--- src/hw/rtl/spfs_pkg.sv ---
// ----------------------------------------------------------------------------
// spfs_pkg
// Shared types and constants for the smallest-prime-factor sieve unit.
// ----------------------------------------------------------------------------
package spfs_pkg;

    localparam int TABLE_SIZE_DEF = 65536;
    localparam int QUERY_W        = 16;
    localparam int FACTOR_W       = 16;

    typedef enum logic [2:0] {
        S_FILL,
        S_BASE_RD,
        S_BASE_CHK,
        S_MULT,
        S_DONE
    } t_bld_state;

    typedef struct packed {
        logic rd_en;
        logic wr_en;
        logic done;
    } t_bld_ctl;

endpackage

--- src/hw/rtl/spfs_query.sv ---
// ----------------------------------------------------------------------------
// spfs_query
// Query pipeline: table read, then factor and prime flag registered out.
// ----------------------------------------------------------------------------
module spfs_query #(
    parameter int TABLE_SIZE = spfs_pkg::TABLE_SIZE_DEF
) (
    input  logic                              i_clk,
    input  logic                              i_rst_n,
    input  logic                              i_acc,
    input  logic [spfs_pkg::QUERY_W-1:0]      i_query_value,
    input  logic [$clog2(TABLE_SIZE)-1:0]     i_rdata,
    output logic [$clog2(TABLE_SIZE)-1:0]     o_raddr,
    output logic                              o_strobe,
    output logic [spfs_pkg::FACTOR_W-1:0]     o_smallest_factor,
    output logic                              o_is_prime
);

    localparam int AW = $clog2(TABLE_SIZE);
    localparam int XW = (AW > spfs_pkg::QUERY_W) ? AW : spfs_pkg::QUERY_W;

    logic [XW:0]                      qx;
    logic                             r_vld1;
    logic                             r_inr1;
    logic [spfs_pkg::QUERY_W-1:0]     r_q1;
    logic                             r_vld2;
    logic [spfs_pkg::FACTOR_W-1:0]    r_fac, n_fac;
    logic                             r_prime, n_prime;

    assign qx      = (XW+1)'(i_query_value);
    assign o_raddr = qx[AW-1:0];

    always_ff @(posedge i_clk) begin
        if (!i_rst_n) begin
            r_vld1 <= 1'b0;
            r_vld2 <= 1'b0;
        end else begin
            r_vld1 <= i_acc;
            r_vld2 <= r_vld1;
        end
    end

    always_ff @(posedge i_clk) begin
        r_q1    <= i_query_value;
        r_inr1  <= (qx < (XW+1)'(TABLE_SIZE));
        r_fac   <= n_fac;
        r_prime <= n_prime;
    end

    always_comb begin
        n_fac   = r_inr1 ? spfs_pkg::FACTOR_W'(i_rdata) : '0;
        n_prime = r_inr1 && ((XW+1)'(i_rdata) == (XW+1)'(r_q1))
                  && (r_q1 >= spfs_pkg::QUERY_W'(2));
    end

    assign o_strobe          = r_vld2;
    assign o_smallest_factor = r_fac;
    assign o_is_prime        = r_prime;

    a_latency: assert property (@(posedge i_clk) disable iff (!i_rst_n)
        ($past(i_rst_n, 1) && $past(i_rst_n, 2)) |-> (o_strobe == $past(i_acc, 2)))
        else $error("result strobe does not follow accepted item");

    a_prime_fac: assert property (@(posedge i_clk) disable iff (!i_rst_n)
        (o_strobe && o_is_prime) |-> (o_smallest_factor >= spfs_pkg::FACTOR_W'(2)))
        else $error("prime flag with factor below two");

    a_prime_eq: assert property (@(posedge i_clk) disable iff (!i_rst_n)
        (o_strobe && o_is_prime) |-> (o_smallest_factor == $past(r_q1)))
        else $error("prime flag with factor other than value");

endmodule

--- config.mk ---
export PLATFORM = sky130hd
export DESIGN_NAME = spfs_query
export DESIGN_NICKNAME = d
export VERILOG_FILES = /design/src/hw/rtl/spfs_pkg.sv /design/src/hw/rtl/spfs_query.sv
export SDC_FILE = /design/constraint.sdc
export NUM_CORES = 1
export LEC_CHECK = 0
export BUFFER_PORTS_ARGS = -buffer_cell sky130_fd_sc_hd__buf_4
export CAP_MARGIN = 20
export CORE_ASPECT_RATIO = 1.2
export CORE_MARGIN = 5
export CORE_UTILIZATION = 40
export CTS_BUF_LIST = sky130_fd_sc_hd__clkbuf_16
export DETAILED_ROUTE_END_ITERATION = 16
export HOLD_SLACK_MARGIN = 0.15
export PLACE_DENSITY = 0.83
export SYNTH_ARGS = -nofsm -noshare
export SYNTH_HDL_FRONTEND = slang
export SYNTH_SLANG_ARGS = --single-unit
--- constraint.sdc ---
create_clock -name i_clk -period 1.1 [get_ports i_clk]
set_input_delay 0.165 -clock i_clk [delete_from_list [all_inputs] [get_ports i_clk]]
set_output_delay 0.165 -clock i_clk [all_outputs]
set_load 0.05 [all_outputs]
==> summary.txt, run 1 <==
Setup path
  • R2R depth: 4
  • WP data arrival: 1.37 ns
  • Launching element type of the critical path: flip-flop
  • Crit path from: r_q1[10]$_DFF_P_
  • R2R Path Start: r_q1[10]$_DFF_P_
  • Worst EP required: 1.28 ns
  • Crit. End Element: flip-flop
  • FF-to-FF setup slack: -0.09 ns
  • WS Path Type: flip-flop to flip-flop
  • RR Endpoint: o_is_prime$_DFF_P_
  • Worst-path maximum fanout: 2

Placement
  • Placer Congestion: 0.776
  • Placed cells: 165
  • PortBufs: 68

Synth
  • Most numerous cell in the Yosys netlist: dfxtp_1
  • Sequential share of the synthesized area: 66.4%
  • Mean Syn Cell Area: 13.2 µm²
  • Primary FF master, synth: dfxtp_1
  • Top post-synthesis cells by area: dfxtp_1 (66%), buf_4 (11%), xnor2_1 (6.6%)
  • Synth cell types: 11
  • Synth area leader: dfxtp_1
  • Commonest cells in the netlist: dfxtp_1 (35), buf_4 (16), xnor2_1 (8), xor2_1 (8)
  • Seq cells post-synth: 35
  • Synth Instances: 80
  • Async S/R FF share, synth: 0%
  • Post-synth EDFFs: 0
  • Top-area cell type share of the netlist area: 66.4%
  • Synth Cell Area: 1060 µm²
  • Mapped Nets: 115
  • Synth warn: 0

GRT
  • Gr ovfl total: 0
  • Number of global-route vias before repair: 1030
  • Total global-route track usage: 18.5%
  • Largest net degree at the start of global routing: 10
  • First-pass GRT wire length: 5000 µm
  • Initial antenna violation count: 0

Route
  • DRC violations left: 0
  • First-pass DRT Iterations: 4
  • Post-route ant nets: 0
  • Via-per-instance ratio: 4.46
  • Routed len/inst: 15.4 µm
  • Iter 0 DRT Violations: 12
  • Vias: 915
  • Post-Route WL: 3170 µm

Layout
  • # diodes: 0
  • Nets: 208
  • Layout cell share with drive strength beyond 1: 44.8%
  • Post-layout util: 77.5%
  • P&R area growth vs syn: 85.4%
  • Cell Count, Final, Fillers Out: 205

Timing
  • Setup violations, final: 1
  • Final period util: 108%
  • Worst clock skew: 0.00435 ns
  • Max-slew violation count: 0
  • RSZ-0062 raised after global routing: true
  • Worst slew pin tran: 0.338 ns
  • Hold Violations, Final: 0
  • Minimum clock period: 1.19 ns
  • Final setup margin: -0.0913 ns
  • Slew Limit Headroom: 77.3%
  • Fmax: 839 MHz

Status
  • Failing checks: negative setup slack
  • Status: complete, but fails checks

Power and ir drop
  • Pleak: 0.893 nW
  • Peak VDD IR: 1.39 mV
  • Cell area power density: 1640 nW/µm²

Hold path
  • Hold Crit Start: i_rdata[1]
  • WHS Endpoint: o_is_prime$_DFF_P_
  • Hold Crit Class: input port to flip-flop
  • WHS Path Cells: 4

Clock tree
  • Worst-path clk slew: 0.05 ns
  • Clk_lat worst skew: 0.27 ns
  • CTS H-tree depth: 2
  • Worst-case clock buffer depth: 2
  • Root Buffer: clkbuf_16
  • # clock sinks: 35
  • CTS tree: done
  • Inserted Clock Buffers: 5

Floorplan
  • Die ar.: 3770 µm²
  • Starting Density: 41.8%
  • Die width: 56.9 µm
  • # IOs: 69
  • Core Footprint: 2530 µm²
  • Die Y-Extent: 66.3 µm
  • Row count: 20

Flow run
  • MaxCap Viol Count: 0
-- how the worst max path moves through the flow --
stage | to | slack, ns | cells after the start
final | o_is_prime$_DFF_P_ | -0.09 | 4
after global routing | o_is_prime$_DFF_P_ | -0.18 | 4
after CTS | o_is_prime$_DFF_P_ | 0.007 | 4
after detailed placement | o_is_prime$_DFF_P_ | 0.02 | 4
after global placement | o_is_prime$_DFF_P_ | 0.08 | 4
after floorplan | o_is_prime$_DFF_P_ | 0.13 | 4
-- state kept, by name (all words and copies together), names as in the netlist --
register / count
o_is_prime: 1
o_smallest_factor: 16
o_strobe: 1
r_q1: 16
r_vld1: 1
-- layout make-up --
class,count,area (µm²)
sequential,35,702
tap,33,41.3
clock buffer,5,125
clock inverter,1,3.75
fill,169,569
timing repair buffer,102,851
multi-input combinational,29,235
-- power by group --
part | leakage, nW | internal, mW | total (mW) | switching, mW
combinational | 0.532 | 0.273 | 0.610 | 0.337
sequential | 0.295 | 1.34 | 1.37 | 0.0344
clock | 0.0669 | 0.801 | 1.24 | 0.438
-- cells by family (layout without fill, tap and decap cells) --
group | after synthesis | in the layout | share of synthesized area [%]
and+or+nand+nor | 13 | 13 | 9.00
xor gates and xnor gates | 16 | 16 | 13.3
DFF | 35 | 35 | 66.4
buffers and inverters | 16 | 108 | 11.4
-- worst max-delay path, stage by stage (launching register included) --
cell and delay [ns]:
dfxtp_2 0.32, xor2_1 0.17, nor4_2 0.30, nand3_1 0.14, nor3_2 0.18
-- repair_timing --
action                                  CTS  global route
hold endpoints to repair                 34             0
resized for setup                         0             1
endpoints found under the setup margin    0             1
setup buffers                             0             0
hold buffers                             34             0
-- stage by stage --
step / worst slack (ns) / total power [mW] / setup TNS [ns] / instance area [µm²] / hold slack (ns)
after global routing: -0.178 / 3.33 / -0.178 / 1960 / 0.298
after CTS: 0.00728 / 3.22 / 0 / 1960 / 0.254
after detailed placement: 0.0169 / 1.90 / 0 / 1490 / 0.281
after floorplan: 0.131 / 1.72 / 0 / 1060 / 0.193
final: -0.0913 / 3.22 / -0.0913 / 1960 / 0.281
after global placement: 0.0832 / 1.90 / 0 / 1490 / 0.279
-- cell usage in the layout (no fill, tap or decap), drive strengths merged --
cell type,n
and2,2
buf,68
clkbuf,5
dfxtp,35
dlygate4sd3,34
inv,1
nand3,1
nand4,3
nor3,2
nor4,5
xnor2,8
xor2,8
-- layer usage --
metal	GRT usage, %	routed length [µm]
met1	15.4	1010
met2	35.9	1790
met3	6.45	271
met4	11.9	94
met5	0	0
Power figures use the tool's default switching activity.
==> inputs of run 2 (changes only) <==
clock period = 1.3 ns   (was 1.1 ns; I/O delays follow)
==> summary.txt, run 2 (synthesis results as in run 1) <==
Status
  • Status: finished clean

Power and ir drop
  • Net Sw Frac: 25.3%
  • Clk network pwr share: 39.0%
  • Pleak: 0.898 nW
  • Cell area power density: 1400 nW/µm²
  • Internal power: 2.05 mW
  • Sequential share of power: 42.4%
  • Comb pwr share: 18.7%
  • Sw Pwr: 0.692 mW
  • Peak VDD IR: 1.28 mV

GRT
  • Number of global-route vias before repair: 981
  • Total global-route track usage: 17.2%
  • Initial antenna violation count: 0
  • Largest net degree at the start of global routing: 11
  • Gr ovfl total: 0
  • First-pass GRT wire length: 4790 µm

Timing
  • Setup violations, final: 0
  • Setup TNS: 0 ns
  • Worst slew pin tran: 0.341 ns
  • Final period util: 98.9%
  • Minimum clock period: 1.29 ns
  • Max-slew violation count: 0
  • Fin Hold WS: 0.167 ns
  • Slew Limit Headroom: 77.0%
  • Worst clock skew: 0.00219 ns
  • Fmax: 778 MHz
  • RSZ-0062 raised after global routing: false
  • Hold Violations, Final: 0

Floorplan
  • Die ar.: 3770 µm²
  • # IOs: 69
  • Core Footprint: 2530 µm²
  • Die width: 56.9 µm
  • Starting Density: 41.8%
  • Die Y-Extent: 66.3 µm
  • Row count: 20

Setup path
  • Crit-path slowest cell: dlygate4sd3_1
  • R2R depth: 4
  • Max stage delay on crit path: 0.56 ns
  • CP dominant cell by count: buf_4
  • Worst path bufs/invs: 3
  • R2R Path Start: r_q1[4]$_DFF_P_
  • WS Path Type: input port to output port
  • FF-to-FF setup slack: 0.21 ns
  • Crit. End Element: output port
  • Crit path cell chain: dlygate4sd3_1 -> buf_4 -> buf_4
  • Launching element type of the critical path: input port
  • RR Endpoint: o_is_prime$_DFF_P_
  • Worst EP required: 1.11 ns
  • Cell family with most CP delay: buffers and inverters
  • Worst-path maximum fanout: 2
  • WP data arrival: 1.09 ns

Route
  • Post-route ant nets: 0
  • Vias: 872
  • DRC violations left: 0
  • Iter 0 DRT Violations: 22
  • Via-per-instance ratio: 4.27
  • Post-Route WL: 2950 µm
  • Routed len/inst: 14.4 µm
  • First-pass DRT Iterations: 3

Placement
  • PortBufs: 68
  • Placer Congestion: 0.802
  • Detail Placement HPWL: 1970 µm

Hold path
  • WHS Endpoint: o_smallest_factor[9]$_DFF_P_
  • Hold Crit Start: i_rdata[9]
  • WHS Path Cells: 1
  • Hold Crit Class: input port to flip-flop

Layout
  • Commonest non-fill, non-tap cell in the layout: buf_4
  • # diodes: 0
  • Layout cell share with drive strength beyond 1: 43.9%
  • P&R area growth vs syn: 85.0%
  • Nets: 205
  • Commonest non-fill, non-tap cells in the layout: buf_4 (65), dfxtp_1 (35), dlygate4sd3_1 (33), xnor2_1 (8), xor2_1 (7)

Clock tree
  • Root Buffer: clkbuf_16
  • Worst-path clk slew: 0.05 ns
  • CTS H-tree depth: 2
  • Post-CTS Setup Repair Bufs: 0
  • # clock sinks: 35
  • CTS tree: done
  • Worst-case clock buffer depth: 2
  • Inserted Clock Buffers: 5
  • Clk_lat worst skew: 0.27 ns

Flow run
  • MaxCap Viol Count: 0
run 2: area by class of cell:
| cell class | instances | area (µm²) |
|---|---|---|
| Timing Repair Buffer | 99 | 831 |
| Sequential cell | 35 | 701 |
| Fill cell | 150 | 574 |
| Multi-Input combinational cell | 29 | 243 |
| Clock buffer | 5 | 125 |
| Tap cell | 33 | 41.3 |
| Clock inverter | 3 | 12.5 |
run 2: power groups by stage:
stage / sequential (mW) / combinational (mW) / clock [mW]
6_report: 1.16 / 0.511 / 1.07
3_5_place_dp: 1.18 / 0.432 / 0
4_1_cts: 1.16 / 0.515 / 1.09
2_1_floorplan: 1.27 / 0.183 / 0
5_1_grt: 1.16 / 0.537 / 1.16
3_3_place_gp: 1.18 / 0.426 / 0
run 2: worst max path at each step:
stage                           startpoint  cells past startpoint  slack (ns)                  to
after floorplan            r_q1[3]$_DFF_P_                      4        0.33  o_is_prime$_DFF_P_
after global placement     r_q1[4]$_DFF_P_                      4        0.27  o_is_prime$_DFF_P_
after detailed placement   r_q1[4]$_DFF_P_                      4        0.26  o_is_prime$_DFF_P_
after CTS                       i_rdata[8]                      6        0.02  o_is_prime$_DFF_P_
after global routing      i_query_value[3]                      3       0.001          o_raddr[3]
final                     i_query_value[3]                      3        0.01          o_raddr[3]
run 2: repair_timing:
| item | in CTS | in global routing |
|---|---|---|
| hold buffers | 34 | 0 |
| gates resized for setup | 0 | 2 |
| hold endpoints to repair | 34 | 0 |
| setup endpoints to repair | 0 | 1 |
run 2: metrics by stage:
step           worst slack [ns]  utilization (%)  instance area, µm²  instances  total power, mW
2_1_floorplan             0.331                -                1060         80             1.46
4_1_cts                  0.0158             77.8                1970        207             2.77
5_1_grt                 0.00131             77.3                1950        204             2.86
6_report                 0.0140             77.3                1950        204             2.74
3_3_place_gp              0.266             58.9                1490        165             1.60
3_5_place_dp              0.260             58.9                1490        165             1.61
run 2: layer usage:
layer  share of wire (%)  GRT usage (%)
met3                 9.6           7.03
met1                  35           16.9
met2                  53           30.4
met4                 2.6           9.57
met5                   0              0
