==> src/hw/rtl/spfs_pkg.sv <==
// ----------------------------------------------------------------------------
// spfs_pkg
// Shared types and constants for the smallest-prime-factor sieve unit.
// ----------------------------------------------------------------------------
package spfs_pkg;

    localparam int TABLE_SIZE_DEF = 65536;
    localparam int QUERY_W        = 16;
    localparam int FACTOR_W       = 16;

    typedef enum logic [2:0] {
        S_FILL,
        S_BASE_RD,
        S_BASE_CHK,
        S_MULT,
        S_DONE
    } t_bld_state;

    typedef struct packed {
        logic rd_en;
        logic wr_en;
        logic done;
    } t_bld_ctl;

endpackage

==> src/hw/rtl/spfs_builder.sv <==
// ----------------------------------------------------------------------------
// spfs_builder
// Sieve sequencer: fills the factor table, then marks odd composites with
// their smallest odd prime factor by read-modify-write through the RAM.
// ----------------------------------------------------------------------------
module spfs_builder #(
    parameter int TABLE_SIZE = spfs_pkg::TABLE_SIZE_DEF
) (
    input  logic                          i_clk,
    input  logic                          i_rst_n,
    input  logic [$clog2(TABLE_SIZE)-1:0] i_rdata,
    output spfs_pkg::t_bld_ctl            o_ctl,
    output logic [$clog2(TABLE_SIZE)-1:0] o_raddr,
    output logic [$clog2(TABLE_SIZE)-1:0] o_waddr,
    output logic [$clog2(TABLE_SIZE)-1:0] o_wdata
);

    localparam int AW = $clog2(TABLE_SIZE);
    localparam int BW = (AW + 1) / 2 + 1;

    spfs_pkg::t_bld_state r_state, n_state;
    logic [AW-1:0] r_cnt, n_cnt;
    logic [BW-1:0] r_base, n_base;
    logic [AW:0]   r_sq, n_sq;
    logic [AW:0]   r_mult, n_mult;
    logic [BW:0]   r_step, n_step;
    logic          r_wpend, n_wpend;
    logic [AW-1:0] r_waddr, n_waddr;

    always_ff @(posedge i_clk) begin
        if (!i_rst_n) begin
            r_state <= spfs_pkg::S_FILL;
            r_cnt   <= '0;
            r_base  <= BW'(3);
            r_sq    <= (AW+1)'(9);
            r_wpend <= 1'b0;
        end else begin
            r_state <= n_state;
            r_cnt   <= n_cnt;
            r_base  <= n_base;
            r_sq    <= n_sq;
            r_wpend <= n_wpend;
        end
    end

    always_ff @(posedge i_clk) begin
        r_mult  <= n_mult;
        r_step  <= n_step;
        r_waddr <= n_waddr;
    end

    always_comb begin
        n_state = r_state;
        n_cnt   = r_cnt;
        n_base  = r_base;
        n_sq    = r_sq;
        n_mult  = r_mult;
        n_step  = r_step;
        n_wpend = 1'b0;
        n_waddr = r_waddr;
        o_ctl   = '0;
        o_raddr = r_mult[AW-1:0];
        o_waddr = r_waddr;
        o_wdata = AW'(r_base);

        if (r_wpend && (i_rdata == r_waddr)) begin
            o_ctl.wr_en = 1'b1;
        end

        unique case (r_state)
            spfs_pkg::S_FILL: begin
                o_ctl.wr_en = 1'b1;
                o_waddr     = r_cnt;
                o_wdata     = (!r_cnt[0] && (r_cnt >= AW'(4))) ? AW'(2) : r_cnt;
                n_cnt       = r_cnt + AW'(1);
                if (&r_cnt) begin
                    n_state = spfs_pkg::S_BASE_RD;
                end
            end
            spfs_pkg::S_BASE_RD: begin
                if (r_sq[AW]) begin
                    n_state = spfs_pkg::S_DONE;
                end else begin
                    o_ctl.rd_en = 1'b1;
                    o_raddr     = AW'(r_base);
                    n_state     = spfs_pkg::S_BASE_CHK;
                end
            end
            spfs_pkg::S_BASE_CHK: begin
                if (i_rdata == AW'(r_base)) begin
                    n_mult  = r_sq;
                    n_step  = {r_base, 1'b0};
                    n_state = spfs_pkg::S_MULT;
                end else begin
                    n_base  = r_base + BW'(2);
                    n_sq    = r_sq + (AW+1)'({r_base, 2'b00}) + (AW+1)'(4);
                    n_state = spfs_pkg::S_BASE_RD;
                end
            end
            spfs_pkg::S_MULT: begin
                if (!r_mult[AW]) begin
                    o_ctl.rd_en = 1'b1;
                    n_wpend     = 1'b1;
                    n_waddr     = r_mult[AW-1:0];
                    n_mult      = r_mult + (AW+1)'(r_step);
                end else begin
                    n_base  = r_base + BW'(2);
                    n_sq    = r_sq + (AW+1)'({r_base, 2'b00}) + (AW+1)'(4);
                    n_state = spfs_pkg::S_BASE_RD;
                end
            end
            spfs_pkg::S_DONE: begin
                o_ctl.done = 1'b1;
            end
            default: begin
                n_state = spfs_pkg::S_FILL;
            end
        endcase
    end

    a_done_holds: assert property (@(posedge i_clk) disable iff (!i_rst_n)
        (r_state == spfs_pkg::S_DONE) |=> (r_state == spfs_pkg::S_DONE))
        else $error("build left done state");

    a_base_odd: assert property (@(posedge i_clk) disable iff (!i_rst_n)
        r_base[0])
        else $error("sieve base is even");

    a_wpend_src: assert property (@(posedge i_clk) disable iff (!i_rst_n)
        r_wpend |-> ($past(r_state) == spfs_pkg::S_MULT))
        else $error("pending write without multiple read");

    a_no_rd_fill: assert property (@(posedge i_clk) disable iff (!i_rst_n)
        (r_state == spfs_pkg::S_FILL) |-> !o_ctl.rd_en && !r_wpend)
        else $error("read during table fill");

endmodule

==> config.mk <==
export PLATFORM = sky130hd
export DESIGN_NAME = spfs_builder
export DESIGN_NICKNAME = d
export VERILOG_FILES = /design/src/hw/rtl/spfs_pkg.sv /design/src/hw/rtl/spfs_builder.sv
export SDC_FILE = /design/constraint.sdc
export NUM_CORES = 1
export LEC_CHECK = 0
export ABC_CLOCK_PERIOD_IN_PS = 2800
export BUFFER_PORTS_ARGS = -buffer_cell sky130_fd_sc_hd__buf_2
export CORE_MARGIN = 10
export CORE_UTILIZATION = 45
export CTS_BUF_LIST = sky130_fd_sc_hd__clkbuf_16
export CTS_CLUSTER_DIAMETER = 50
export DETAILED_ROUTE_END_ITERATION = 8
export PLACE_DENSITY = 0.67
export SYNTH_ARGS = -nofsm -noshare
export SYNTH_HDL_FRONTEND = slang
export SYNTH_SLANG_ARGS = --single-unit
==> constraint.sdc <==
create_clock -name i_clk -period 2.8 [get_ports i_clk]
set_clock_uncertainty 0.05 [all_clocks]
set_input_delay 0.56 -clock i_clk [delete_from_list [all_inputs] [get_ports i_clk]]
set_output_delay 0.56 -clock i_clk [all_outputs]
set_load 0.02 [all_outputs]
==> results of run 1 <==
[worst min-delay path by stage]
| stage | start | endpoint | slack, ps |
|---|---|---|---|
| floorplan | r_mult[0] | r_waddr[0] | 370 |
| CTS | i_rst_n | r_base[1] | 420 |
| global placement | r_mult[0] | r_waddr[0] | 400 |
| global route | i_rst_n | r_base[1] | 440 |
| finish | i_rst_n | r_base[1] | 420 |
| detailed placement | r_mult[0] | r_waddr[0] | 400 |
[flip-flops by register name, summed over array words and instances, names as in the netlist]
signal and count:
r_step 8, r_mult 17, r_sq 14, r_wpend 1, r_waddr 16, r_state 3, r_cnt 16, r_base 8
[worst max-delay path, stage by stage, from the launching register on]
cell	delay, ps
sky130_fd_sc_hd__dfxtp_2	420
sky130_fd_sc_hd__inv_1	120
sky130_fd_sc_hd__nor4_2	250
sky130_fd_sc_hd__buf_4	280
sky130_fd_sc_hd__mux2_2	370
sky130_fd_sc_hd__buf_2	160
[layer usage]
layer | vias up | global-route usage, % | routed length [µm]
met2 | 151 | 28.3 | 6480
met5 | - | 0 | 0
met4 | 0 | 7.32 | 400
li1 | 2076 | - | -
met3 | 24 | 4.52 | 1040
met1 | 2025 | 21.9 | 6010
[where the power goes]
group / total, µW / switching [µW] / internal [µW]
sequential: 1270 / 4.28 / 1270
clock: 1180 / 497 / 687
combinational: 97.1 / 61.4 / 35.7
total: 2550 / 563 / 1990
[area by class of cell]
cell class / count / area [µm²]
tap: 140 / 175
inverter: 20 / 75.1
multi-input combinational: 427 / 2760
timing repair buffer: 85 / 468
clock inverter: 7 / 67.6
fill: 1017 / 5040
clock buffer: 9 / 225
sequential: 83 / 2070
[synthesized netlist by cell type (3+ instances only)]
cell type / count
sky130_fd_sc_hd__clkbuf_1: 15
sky130_fd_sc_hd__and3_1: 7
sky130_fd_sc_hd__nand2_1: 104
sky130_fd_sc_hd__and2b_1: 4
sky130_fd_sc_hd__a211oi_1: 5
sky130_fd_sc_hd__a21o_1: 3
sky130_fd_sc_hd__o21a_1: 3
sky130_fd_sc_hd__dfxtp_1: 42
sky130_fd_sc_hd__nand3_1: 13
sky130_fd_sc_hd__a21oi_2: 6
sky130_fd_sc_hd__a31o_1: 3
sky130_fd_sc_hd__nand2b_1: 6
sky130_fd_sc_hd__a21oi_1: 27
sky130_fd_sc_hd__nor3b_1: 3
sky130_fd_sc_hd__or3_2: 3
sky130_fd_sc_hd__nor2b_1: 8
sky130_fd_sc_hd__nor4_1: 10
sky130_fd_sc_hd__inv_1: 19
sky130_fd_sc_hd__mux2_2: 6
sky130_fd_sc_hd__o21ai_0: 28
sky130_fd_sc_hd__nor2_1: 37
sky130_fd_sc_hd__buf_2: 3
sky130_fd_sc_hd__or3_1: 4
sky130_fd_sc_hd__xnor2_1: 26
sky130_fd_sc_hd__a22o_1: 3
sky130_fd_sc_hd__o31ai_1: 5
sky130_fd_sc_hd__ha_1: 27
sky130_fd_sc_hd__nor3_1: 9
sky130_fd_sc_hd__and2_1: 5
sky130_fd_sc_hd__xor2_1: 30
sky130_fd_sc_hd__nand4_1: 10
sky130_fd_sc_hd__edfxtp_1: 41
[timing repair]
action,CTS,global route
endpoints found under the hold margin,0,0
resized for setup,0,2
buffers inserted,0,0
setup endpoints to repair,0,6
[kinds of logic (layout without fill, tap and decap cells)]
kind of cell / after synthesis / after routing / synth area share [%]
AND/OR/NAND/NOR: 236 / 236 / 23.3
adder cells (fa/ha/maj): 29 / 29 / 7.54
multiplexers: 8 / 8 / 1.75
flip-flops: 83 / 83 / 41.3
AO/OA/AOI/OAI: 98 / 98 / 12.4
buffers and inverters: 43 / 121 / 3.84
XOR/XNOR: 56 / 56 / 9.78
[stage by stage]
stage	std cells	utilization, %
2_1_floorplan	553	-
3_3_place_gp	755	51.0
3_5_place_dp	755	51.0
4_1_cts	771	53.7
5_1_grt	771	53.7
6_report	771	53.7
==> Flow_metrics.wiki, run 1 <==
{| class="wikitable"
! Metric !! Value
|-
| Outcome || completed
|-
| DIE WIDTH || ~130 µm
|-
| Total global routing overflow || 0
|-
| Leak Pwr || ~0.0024 µW
|-
| Dominant cells by area after synthesis || sky130_fd_sc_hd__edfxtp_1 25%, sky130_fd_sc_hd__dfxtp_1 17%, sky130_fd_sc_hd__nand2_1 7.8%
|-
| Routability cong. || ~0.98
|-
| Post-Synthesis Cells || between 500 and 600
|-
| All-Layer GR Usage || 17.6%
|-
| Worst IR Drop VDD || around 0.26 mV
|-
| Worst slew margin || 46.8%
|-
| Vias per cell || roughly 5.5
|-
| Maximum number of pins on one net before global-route repair || 34
|-
| Register-to-Register Path Depth || 8
|-
| Worst Max-Slew Pin Slew || between 700 and 800 ps
|-
| # diodes || 0
|-
| Number of antenna violations at the first check in global routing || 0
|-
| CTS tree || done
|-
| Dominant cell type by area after synthesis || sky130_fd_sc_hd__edfxtp_1
|-
| Number of H-tree branching levels || 3
|-
| RSZ-0062 raised after global routing || false
|-
| Shortest period the worst path allows || approximately 2600 ps
|-
| Reg2reg setup slack || around 320 ps
|-
| Via count of the first global-routing pass || roughly 4,200
|-
| Final hold slack || between 400 and 500 ps
|-
| Starting utilization of the core area || a little under half
|-
| Top fanout value on the critical path || 19
|-
| Worst flop-to-flop path endpoint || r_mult[11]
|-
| Fraction of the cycle the final worst path needs || between 90% and 100%
|-
| Post-synthesis to final-layout area growth || 16.6%
|-
| Pre-Repair DR Iteration Count || 5
|-
| Critical path capture point type || primary output
|-
| Count of yosys warnings during synthesis || 0
|-
| Vert. Die Dim || 126 µm
|-
| Placeable core region || approximately 0.011 mm²
|-
| Fraction of layout instances using a drive strength above 1 || 21.4%
|-
| Routed wire length || roughly 14,000 µm
|-
| Drt first-iter violations || between 300 and 400
|-
| Number of storage elements in the synthesis netlist || between 80 and 90
|-
| Via count || 4,276
|-
| CTS buffer count || 9
|-
| Primary FF master, synth || sky130_fd_sc_hd__dfxtp_1
|-
| Total nets after synthesis || 600
|-
| Fraction of post-synthesis cell area in the top cell type by area || 24.6%
|-
| Post-Route Setup TNS || 0 ps
|-
| Row Count || 38
|-
| EDFF count, synth || slightly above 40
|-
| Final total power || 2550 µW
|-
| Number of nets in the layout || 673
|-
| Crit start category || register
|-
| Achievable frequency || just under 400 MHz
|-
| Count of pins on the block boundary || between 60 and 70
|-
| Clk root buf || sky130_fd_sc_hd__clkbuf_16
|-
| Area post-placement || about 0.0056 mm²
|-
| Hold buffer count at cts || 0
|-
| Worst Path Required || ~2200 ps
|-
| Clock insertion delay at the later pin of the skew report || 350 ps
|-
| Number of nets with antenna violations after routing || 0
|-
| Post-route setup slack || ~250 ps
|-
| Classification of the worst setup path || reg2out
|-
| Final Hold Violating Endpoints || 0
|-
| Path category of the worst min-delay check || in2reg
|-
| Crit path launch || r_state[0]
|-
| Post-Syn Area || 0.00501 mm²
|-
| Commonest non-fill, non-tap cell in the layout || sky130_fd_sc_hd__nand2_1
|-
| Leading cell types in the layout, fill and taps excluded || 104 x sky130_fd_sc_hd__nand2_1, 68 x sky130_fd_sc_hd__buf_2, 41 x sky130_fd_sc_hd__dfxtp_1, 41 x sky130_fd_sc_hd__edfxtp_1, 36 x sky130_fd_sc_hd__nor2_1
|-
| Number of buffers on the longest clock path || 2
|-
| Fraction of registers with async set/reset || 0%
|-
| Sequential share of the synthesized area || roughly 41%
|-
| Residual DRC count || 0
|-
| Die ar. || 0.0158 mm²
|-
| Final HPWL from detailed placement || around 11,000 µm
|-
| Clock tree sinks || between 80 and 90
|-
| Global-route wire length before repair || approximately 23,000 µm
|-
| Setup Viol. Count Final || 0
|-
| Port buffer count || 68
|-
| Number of cells on the worst hold path || 2
|-
| Capturing instance or port of the critical path || o_raddr[3]
|-
| Cell variety after synth || 61
|-
| Average size of a mapped cell || around 9.1 µm²
|-
| Critical R2R Launch || r_mult[1]
|-
| P per Cell Area || approximately 440 mW/mm²
|-
| Routed length per placed instance || approximately 18 µm
|-
| Arrival time at the worst endpoint || ~1900 ps
|-
| Max-cap check violation count || 0
|-
| Worst setup slack after placement || ~310 ps
|-
| Final design instance area without fill || just under 0.006 mm²
|-
| Clock slew at the register clock pins of the worst setup and hold paths || around 60 ps
|-
| Number of max-slew violations in the final report || 0
|}
Power figures use the tool's default switching activity.
==> inputs of run 2 (changes only) <==
--- a/config.mk
+++ b/config.mk
@@ -5,6 +5,7 @@
 export SDC_FILE = /design/constraint.sdc
 export NUM_CORES = 1
 export LEC_CHECK = 0
+export ABC_AREA = 1
 export ABC_CLOCK_PERIOD_IN_PS = 2800
 export BUFFER_PORTS_ARGS = -buffer_cell sky130_fd_sc_hd__buf_2
 export CORE_MARGIN = 10
==> run 2 against run 1 <==
  * Critical endpoint is now o_wdata[14]
  * Clock-buffer cell count increased by 1
  * Die area increased by 6.2%
  * Synthesized area increased by 7.4%
  * Sequential share of layout area decreased by 1.9 points
  * Largest cell class unchanged
  * Combinational power increased by 9%
  * Global-route usage increased by 0.51 points
  * Cell count increased by 27%
==> Flow_metrics.wiki, run 2 <==
{| class="wikitable"
! Metric !! Value
|-
| Outcome || completed
|-
| CTS buffer count || 9
|-
| # diodes || 0
|-
| Classification of the worst setup path || reg2out
|-
| Routed length per placed instance || 15.4 µm
|-
| Commonest non-fill, non-tap cell in the layout || sky130_fd_sc_hd__nand2_1
|-
| Worst slew margin || between 40% and 50%
|-
| Worst Path Required || about 2200 ps
|-
| Clock insertion delay at the later pin of the skew report || 340 ps
|-
| Setup Viol. Count Final || 0
|-
| Via count || around 5,200
|-
| Number of nets in the layout || approximately 880
|-
| CTS tree || done
|-
| Post-Route Setup TNS || 0 ps
|-
| Average size of a mapped cell || slightly above 7 µm²
|-
| Residual DRC count || 0
|-
| Area of combinational cells with multiple inputs || 0.00283 mm²
|-
| Max-cap check violation count || 0
|-
| Clock slew at the register clock pins of the worst setup and hold paths || 60 ps
|-
| Crit start category || register
|-
| Post-CTS Repair Setup Buffers || 0
|-
| Top fanout value on the critical path || 14
|-
| Core Util, Final || 53.5%
|-
| Leading cell types in the layout, fill and taps excluded || 227 x sky130_fd_sc_hd__nand2_1, 101 x sky130_fd_sc_hd__inv_1, 79 x sky130_fd_sc_hd__nor2_1, 68 x sky130_fd_sc_hd__buf_2, 46 x sky130_fd_sc_hd__nand3_1
|-
| RSZ-0062 raised after global routing || false
|-
| Count of yosys warnings during synthesis || 0
|-
| Count of pins on the block boundary || 69
|-
| Path category of the worst min-delay check || reg2reg
|-
| Hold buffer count at cts || 0
|-
| Primary FF master, synth || sky130_fd_sc_hd__dfxtp_1
|-
| EDFF count, synth || slightly above 40
|-
| Library cell contributing the largest single delay on the critical path || sky130_fd_sc_hd__dfxtp_1
|-
| Highest cell delay on the worst timing path || roughly 320 ps
|-
| Final Hold Violating Endpoints || 0
|-
| Fraction of post-synthesis cell area in the top cell type by area || a little under a quarter
|-
| Shortest period the worst path allows || about 2600 ps
|-
| Post-Syn Area || around 0.0054 mm²
|-
| Cells along the critical path || inv_1 -> nand4_1 -> nor3_1 -> nand3_1 -> nand2_1 -> inv_1 -> nor3_1 -> buf_2
|-
| Resized Gates After CTS || 0
|-
| Vert. Die Dim || around 130 µm
|-
| Number of storage elements in the synthesis netlist || 83
|-
| Number of antenna violations at the first check in global routing || 0
|-
| Most common library cells after synthesis || 228 x sky130_fd_sc_hd__nand2_1, 100 x sky130_fd_sc_hd__inv_1, 79 x sky130_fd_sc_hd__nor2_1, 46 x sky130_fd_sc_hd__nand3_1, 42 x sky130_fd_sc_hd__dfxtp_1
|-
| Hold Crit Endpoint || r_waddr[14]
|-
| Register cell area after layout || a little over 0.002 mm²
|-
| Port buffer count || approximately 70
|-
| Critical R2R Launch || r_base[2]
|-
| Number of H-tree branching levels || 3
|-
| Clock tree sinks || between 80 and 90
|-
| Routed wire length || between 15,000 and 20,000 µm
|-
| Achievable frequency || 383 MHz
|-
| Number of filler cells placed in the layout || between 1,000 and 1,500
|-
| Final HPWL from detailed placement || between 10,000 and 15,000 µm
|-
| P per Cell Area || ~420 mW/mm²
|-
| Pre-Repair DR Iteration Count || 6
|-
| Fraction of layout instances using a drive strength above 1 || 13.3%
|-
| Fraction of the cycle the final worst path needs || between 90% and 100%
|-
| All-Layer GR Usage || 18.1%
|-
| Total global routing overflow || 0
|-
| Number of cells on the worst hold path || 0
|-
| Vias per cell || about 5.3
|-
| Worst IR Drop VDD || between 0.2 and 0.3 mV
|-
| Placeable core region || about 0.012 mm²
|-
| Starting utilization of the core area || 46.6%
|-
| Register-to-Register Path Depth || 11
|-
| Min-Delay Startpoint || r_mult[14]
|-
| Registers with the most flip-flops || r_mult (17), r_cnt (16), r_waddr (16)
|-
| Dominant delay contributor by cell family on the critical path || simple AND/OR/NAND/NOR gates
|-
| Row Count || 39
|-
| Routability cong. || 0.990
|-
| Fraction of registers with async set/reset || 0%
|-
| DIE WIDTH || between 100 and 150 µm
|-
| Die ar. || between 0.015 and 0.02 mm²
|-
| Post-synthesis to final-layout area growth || 14.8%
|-
| Leak Pwr || around 0.003 µW
|-
| Sequential share of the synthesized area || 38.5%
|-
| Clk root buf || sky130_fd_sc_hd__clkbuf_16
|-
| Worst path bufs/invs || 3
|-
| Number of nets with antenna violations after routing || 0
|-
| Cell Count Post-Placement || 960
|-
| Non-filler instance count after layout || between 900 and 1,000
|-
| Final hold slack || 412 ps
|-
| Post-Synthesis Cells || 760
|-
| Cell variety after synth || 40
|-
| Worst Max-Slew Pin Slew || roughly 800 ps
|-
| Number of max-slew violations in the final report || 0
|-
| Largest register FFs || 17
|-
| Worst flop-to-flop path endpoint || r_sq[16]
|-
| Dominant cells by area after synthesis || sky130_fd_sc_hd__edfxtp_1 23%, sky130_fd_sc_hd__nand2_1 16%, sky130_fd_sc_hd__dfxtp_1 16%
|-
| Via count of the first global-routing pass || between 5,000 and 6,000
|-
| Total nets after synthesis || around 810
|-
| Leading cell type by number of instances after synthesis || sky130_fd_sc_hd__nand2_1
|-
| Maximum number of pins on one net before global-route repair || 35
|-
| Largest Register || r_mult
|-
| Number of buffers on the longest clock path || 2
|-
| Reg2reg setup slack || approximately 320 ps
|-
| Critical path capture point type || primary output
|-
| Drt first-iter violations || around 350
|-
| Global-route wire length before repair || between 20,000 and 25,000 µm
|-
| Arrival time at the worst endpoint || roughly 2000 ps
|-
| Dominant cell type by area after synthesis || sky130_fd_sc_hd__edfxtp_1
|}
## run 2: cell types whose count changed after synthesis, moves of 10 or more
| cell | previous run | this run |
|---|---|---|
| sky130_fd_sc_hd__nand2_1 | 104 | 228 |
| sky130_fd_sc_hd__inv_1 | 19 | 100 |
| sky130_fd_sc_hd__nor2_1 | 37 | 79 |
| sky130_fd_sc_hd__nand3_1 | 13 | 46 |
| sky130_fd_sc_hd__xnor2_1 | 26 | 3 |
| sky130_fd_sc_hd__a21oi_1 | 27 | 39 |
| sky130_fd_sc_hd__o22ai_1 | 1 | 13 |
| sky130_fd_sc_hd__nor3_1 | 9 | 20 |
| sky130_fd_sc_hd__xor2_1 | 30 | 19 |
| sky130_fd_sc_hd__o21ai_0 | 28 | 38 |
## run 2: worst register-to-register path, stage by stage (launching register included)
cell	delay (ps)
sky130_fd_sc_hd__dfxtp_1	500
sky130_fd_sc_hd__ha_1	300
sky130_fd_sc_hd__ha_1	250
sky130_fd_sc_hd__fa_1	480
sky130_fd_sc_hd__nand3_1	120
sky130_fd_sc_hd__nand3_1	130
sky130_fd_sc_hd__nand3_1	180
sky130_fd_sc_hd__nand2_1	70
sky130_fd_sc_hd__nand2_1	60
sky130_fd_sc_hd__nand2_1	50
sky130_fd_sc_hd__nand2_1	60
sky130_fd_sc_hd__a21oi_1	60
## run 2: final cells by class
cell class | count | area share, %
Tap cell | 143 | 2.89
Clock inverter | 6 | 0.992
Clock buffer | 10 | 4.05
Timing Repair Buffer | 77 | 6.60
Multi-Input combinational cell | 554 | 45.7
Inverter | 103 | 6.25
Sequential cell | 83 | 33.5
## run 2: through the flow
| step | instance area, µm² | worst slack (ps) | total power [µW] |
|---|---|---|---|
| 2_1_floorplan | 5390 | 679 | 1360 |
| 3_3_place_gp | 5870 | 343 | 1400 |
| 3_5_place_dp | 5870 | 327 | 1400 |
| 4_1_cts | 6180 | 125 | 2620 |
| 5_1_grt | 6180 | 21.1 | 2680 |
| 6_report | 6180 | 192 | 2610 |
## run 2: worst max path at each step
stage	from	end	cells past startpoint
after floorplan	r_cnt[12]	o_wdata[13]	8
after global placement	r_base[2]	r_sq[16]	11
after detailed placement	r_base[2]	r_sq[16]	11
after CTS	r_state[1]	o_raddr[0]	7
after global routing	r_cnt[12]	o_wdata[12]	8
final	r_cnt[12]	o_wdata[14]	8
## run 2: cell families (layout without fill, tap and decap cells)
family                     Yosys count  after routing  share of synthesized area, %
AOI/OAI and AO/OA                  105            105                          10.8
xor gates and xnor gates            22             22                          3.58
adders and majority gates           29             29                          7.02
buffers and inverters              123            196                          9.11
DFF                                 83             83                          38.5
and+or+nand+nor                    398            398                          31.0
## run 2: layer usage
metal / vias up / global-route usage (%) / part of all wire [%] / wire, µm
met4: 0 / 7.69 / 2.3 / 351
met1: 2407 / 21.2 / 43 / 6530
met2: 156 / 32.1 / 48 / 7300
met5: - / 0 / 0 / 0
met3: 26 / 3.10 / 5.9 / 896
li1: 2606 / - / - / -
## run 2: report_power, final
part | switching (µW) | total [µW] | internal (µW)
combinational | 68.2 | 106 | 37.4
sequential | 6.06 | 1270 | 1270
clock | 492 | 1240 | 744
==> inputs of run 3 (changes only) <==
--- a/config.mk
+++ b/config.mk
@@ -6,7 +6,7 @@
 export NUM_CORES = 1
 export LEC_CHECK = 0
 export ABC_AREA = 1
-export ABC_CLOCK_PERIOD_IN_PS = 2800
+export ABC_CLOCK_PERIOD_IN_PS = 2200
 export BUFFER_PORTS_ARGS = -buffer_cell sky130_fd_sc_hd__buf_2
 export CORE_MARGIN = 10
 export CORE_UTILIZATION = 45
==> constraint.sdc (replaced) <==
create_clock -name i_clk -period 2.2 [get_ports i_clk]
set_clock_uncertainty 0.05 [all_clocks]
set_input_delay 0.44 -clock i_clk [delete_from_list [all_inputs] [get_ports i_clk]]
set_output_delay 0.44 -clock i_clk [all_outputs]
set_load 0.02 [all_outputs]
==> run 3 against run 2 <==
  * Utilization increased by 3.8 points
  * Combinational power increased by 51%
  * Setup slack got worse by 370 ps
  * The flow now finishes with violations (negative setup slack)
  * Sequential power increased by 28%
  * Critical path depth decreased by 2
  * Register-to-register slack got worse by 140 ps
  * Largest power group unchanged
  * Clock-buffer cell count decreased by 1
  * Total power increased by 22%
  * Die area unchanged
==> Flow_metrics.wiki, run 3 (synthesis results as in run 2) <==
{| class="wikitable"
! Metric !! Value
|-
| RSZ-0062 raised after global routing || true
|-
| Row Count || 39
|-
| Worst Max-Slew Pin Slew || 361 ps
|-
| Placeable core region || between 0.01 and 0.015 mm²
|-
| Largest register FFs || 17
|-
| Post-synthesis to final-layout area growth || 23.0%
|-
| Top fanout value on the critical path || 7
|-
| Starting utilization of the core area || 46.6%
|-
| Fraction of layout instances using a drive strength above 1 || between 20% and 30%
|-
| Library cell contributing the largest single delay on the critical path || sky130_fd_sc_hd__dfxtp_1
|-
| Clock slew at the register clock pins of the worst setup and hold paths || roughly 70 ps
|-
| Number of buffers on the longest clock path || 2
|-
| Clock tree sinks || a little over 80
|-
| Commonest non-fill, non-tap cell in the layout || sky130_fd_sc_hd__nand2_1
|-
| Final Hold Violating Endpoints || 0
|-
| Worst IR Drop VDD || approximately 0.37 mV
|-
| Final hold slack || around 410 ps
|-
| Largest Register || r_mult
|-
| DIE WIDTH || 129 µm
|-
| Via count || approximately 5,400
|-
| Leading cell types in the layout, fill and taps excluded || 221 x sky130_fd_sc_hd__nand2_1, 94 x sky130_fd_sc_hd__inv_1, 77 x sky130_fd_sc_hd__nor2_1, 47 x sky130_fd_sc_hd__buf_2, 45 x sky130_fd_sc_hd__nand3_1
|-
| Leak Pwr || between 0.003 and 0.004 µW
|-
| Drt first-iter violations || 369
|-
| Count of pins on the block boundary || between 60 and 70
|-
| Crit start category || register
|-
| Port buffer count || 68
|-
| Vias per cell || 5.38
|-
| Post-Route Setup TNS || -1960 ps
|-
| Number of nets with antenna violations after routing || 0
|-
| Proportion of power drawn by flip-flops and latches || 50.6%
|-
| Combinational power share || roughly 5.0%
|-
| Residual DRC count || 0
|-
| Classification of the worst setup path || reg2out
|-
| Cell-internal power || around 2400 µW
|-
| Total global routing overflow || 0
|-
| Clk root buf || sky130_fd_sc_hd__clkbuf_16
|-
| Post-route setup slack || -177 ps
|-
| Registers with the most flip-flops || r_mult (17), r_cnt (16), r_waddr (16)
|-
| Max-cap check violation count || 0
|-
| Via count of the first global-routing pass || roughly 5,000
|-
| Worst Path Required || 1710 ps
|-
| Outcome || complete, but fails checks
|-
| Net Switching || approximately 750 µW
|-
| Final total power || approximately 3200 µW
|-
| Global-route wire length before repair || approximately 25,000 µm
|-
| Share of power burned in the clock network || 44.4%
|-
| Worst path bufs/invs || 2
|-
| CTS buffer count || 9
|-
| Worst setup slack after placement || approximately 88 ps
|-
| Highest cell delay on the worst timing path || around 360 ps
|-
| Switching share of power || 23.6%
|-
| Hold buffer count at cts || 0
|-
| Achievable frequency || approximately 420 MHz
|-
| Shortest period the worst path allows || between 2000 and 2500 ps
|-
| Setup Viol. Count Final || 14
|-
| Arrival time at the worst endpoint || roughly 1900 ps
|-
| Path category of the worst min-delay check || reg2reg
|-
| Vert. Die Dim || ~130 µm
|-
| Critical path capture point type || primary output
|-
| Number of max-slew violations in the final report || 0
|-
| Final HPWL from detailed placement || between 10,000 and 15,000 µm
|-
| Clock insertion delay at the later pin of the skew report || between 300 and 400 ps
|-
| P per Cell Area || 482 mW/mm²
|-
| All-Layer GR Usage || a little under a fifth
|-
| Maximum number of pins on one net before global-route repair || 23
|-
| Routability cong. || around 0.96
|-
| Die ar. || around 0.017 mm²
|-
| Routed length per placed instance || between 15 and 20 µm
|-
| # diodes || 0
|-
| Dominant delay contributor by cell family on the critical path || simple AND/OR/NAND/NOR gates
|-
| Fraction of the cycle the final worst path needs || 108%
|-
| Pre-Repair DR Iteration Count || 5
|-
| Number of antenna violations at the first check in global routing || 0
|-
| Core Util, Final || between 50 and 60%
|-
| Number of H-tree branching levels || 3
|-
| Failing checks || negative setup slack
|-
| CTS tree || done
|-
| Number of filler cells placed in the layout || 1,070
|-
| Cells along the critical path || nor4_1 -> nand3_1 -> nand2_2 -> clkinvlp_4 -> o22ai_2 -> buf_6
|-
| Worst slew margin || 75.7%
|-
| Routed wire length || 15,800 µm
|-
| Reg2reg setup slack || ~180 ps
|-
| Number of nets in the layout || ~900
|}
[run 3: cell count changes in the layout (fill, tap and decap cells not counted), sizes merged]
| cell | change |
|---|---|
| clkinvlp | +6 |
| clkinv | -1 |
| clkbuf | -1 |
| inv | -2 |
| bufinv | -1 |
| buf | +26 |
[run 3: cell type report]
type / count / area (µm²) / area share, %
multi-input combinational: 554 / 2950 / 44.6
tap: 143 / 179 / 2.70
sequential: 83 / 2090 / 31.5
clock inverter: 7 / 51.3 / 0.775
inverter: 103 / 398 / 6.01
clock buffer: 9 / 225 / 3.40
timing repair inverter: 1 / 7.51 / 0.113
timing repair buffer: 103 / 722 / 10.9
[run 3: timing repair]
item                       CTS  global route
setup buffers                6             2
cloned                       1             0
hold endpoints to repair     0             0
pin swaps                    3             3
gates resized for setup     46            43
setup endpoints to repair   22            36
[run 3: power groups by stage]
stage	Clock (µW)	Sequential (µW)	Combinational, µW
2_1_floorplan	0	1650	81.5
3_3_place_gp	0	1650	140
3_5_place_dp	0	1650	142
4_1_cts	1440	1620	151
5_1_grt	1510	1620	174
6_report	1420	1620	160
[run 3: worst paths after layout]
path / start / endpoint / cells after the start
setup / recovery: r_cnt[4] / o_wdata[8] / 6
hold / removal: r_mult[14] / r_waddr[14] / 0
setup reg to reg: r_sq[4] / r_sq[16] / 10
hold reg to reg: r_mult[14] / r_waddr[14] / 0
[run 3: worst register-to-register path, delay by kind of cell (launching register included)]
family	cells	cell delay [ps]
compound gates	1	130
flops	1	370
simple gates	6	560
fa+ha+maj	3	870
[run 3: per-layer routing]
layer | GRT usage [%] | vias up | wire [µm] | share of wire (%)
met5 | 0 | - | 0 | 0
met4 | 9.10 | 0 | 506 | 3.2
met3 | 3.34 | 37 | 1130 | 7.2
met2 | 32.2 | 198 | 7580 | 48
met1 | 21.7 | 2506 | 6530 | 41
li1 | - | 2658 | - | -
[run 3: stage by stage]
stage / instances / cell area (µm²)
2_1_floorplan: 760 / 5390
3_3_place_gp: 978 / 6030
3_5_place_dp: 978 / 6030
4_1_cts: 1001 / 6470
5_1_grt: 1003 / 6620
6_report: 1003 / 6620
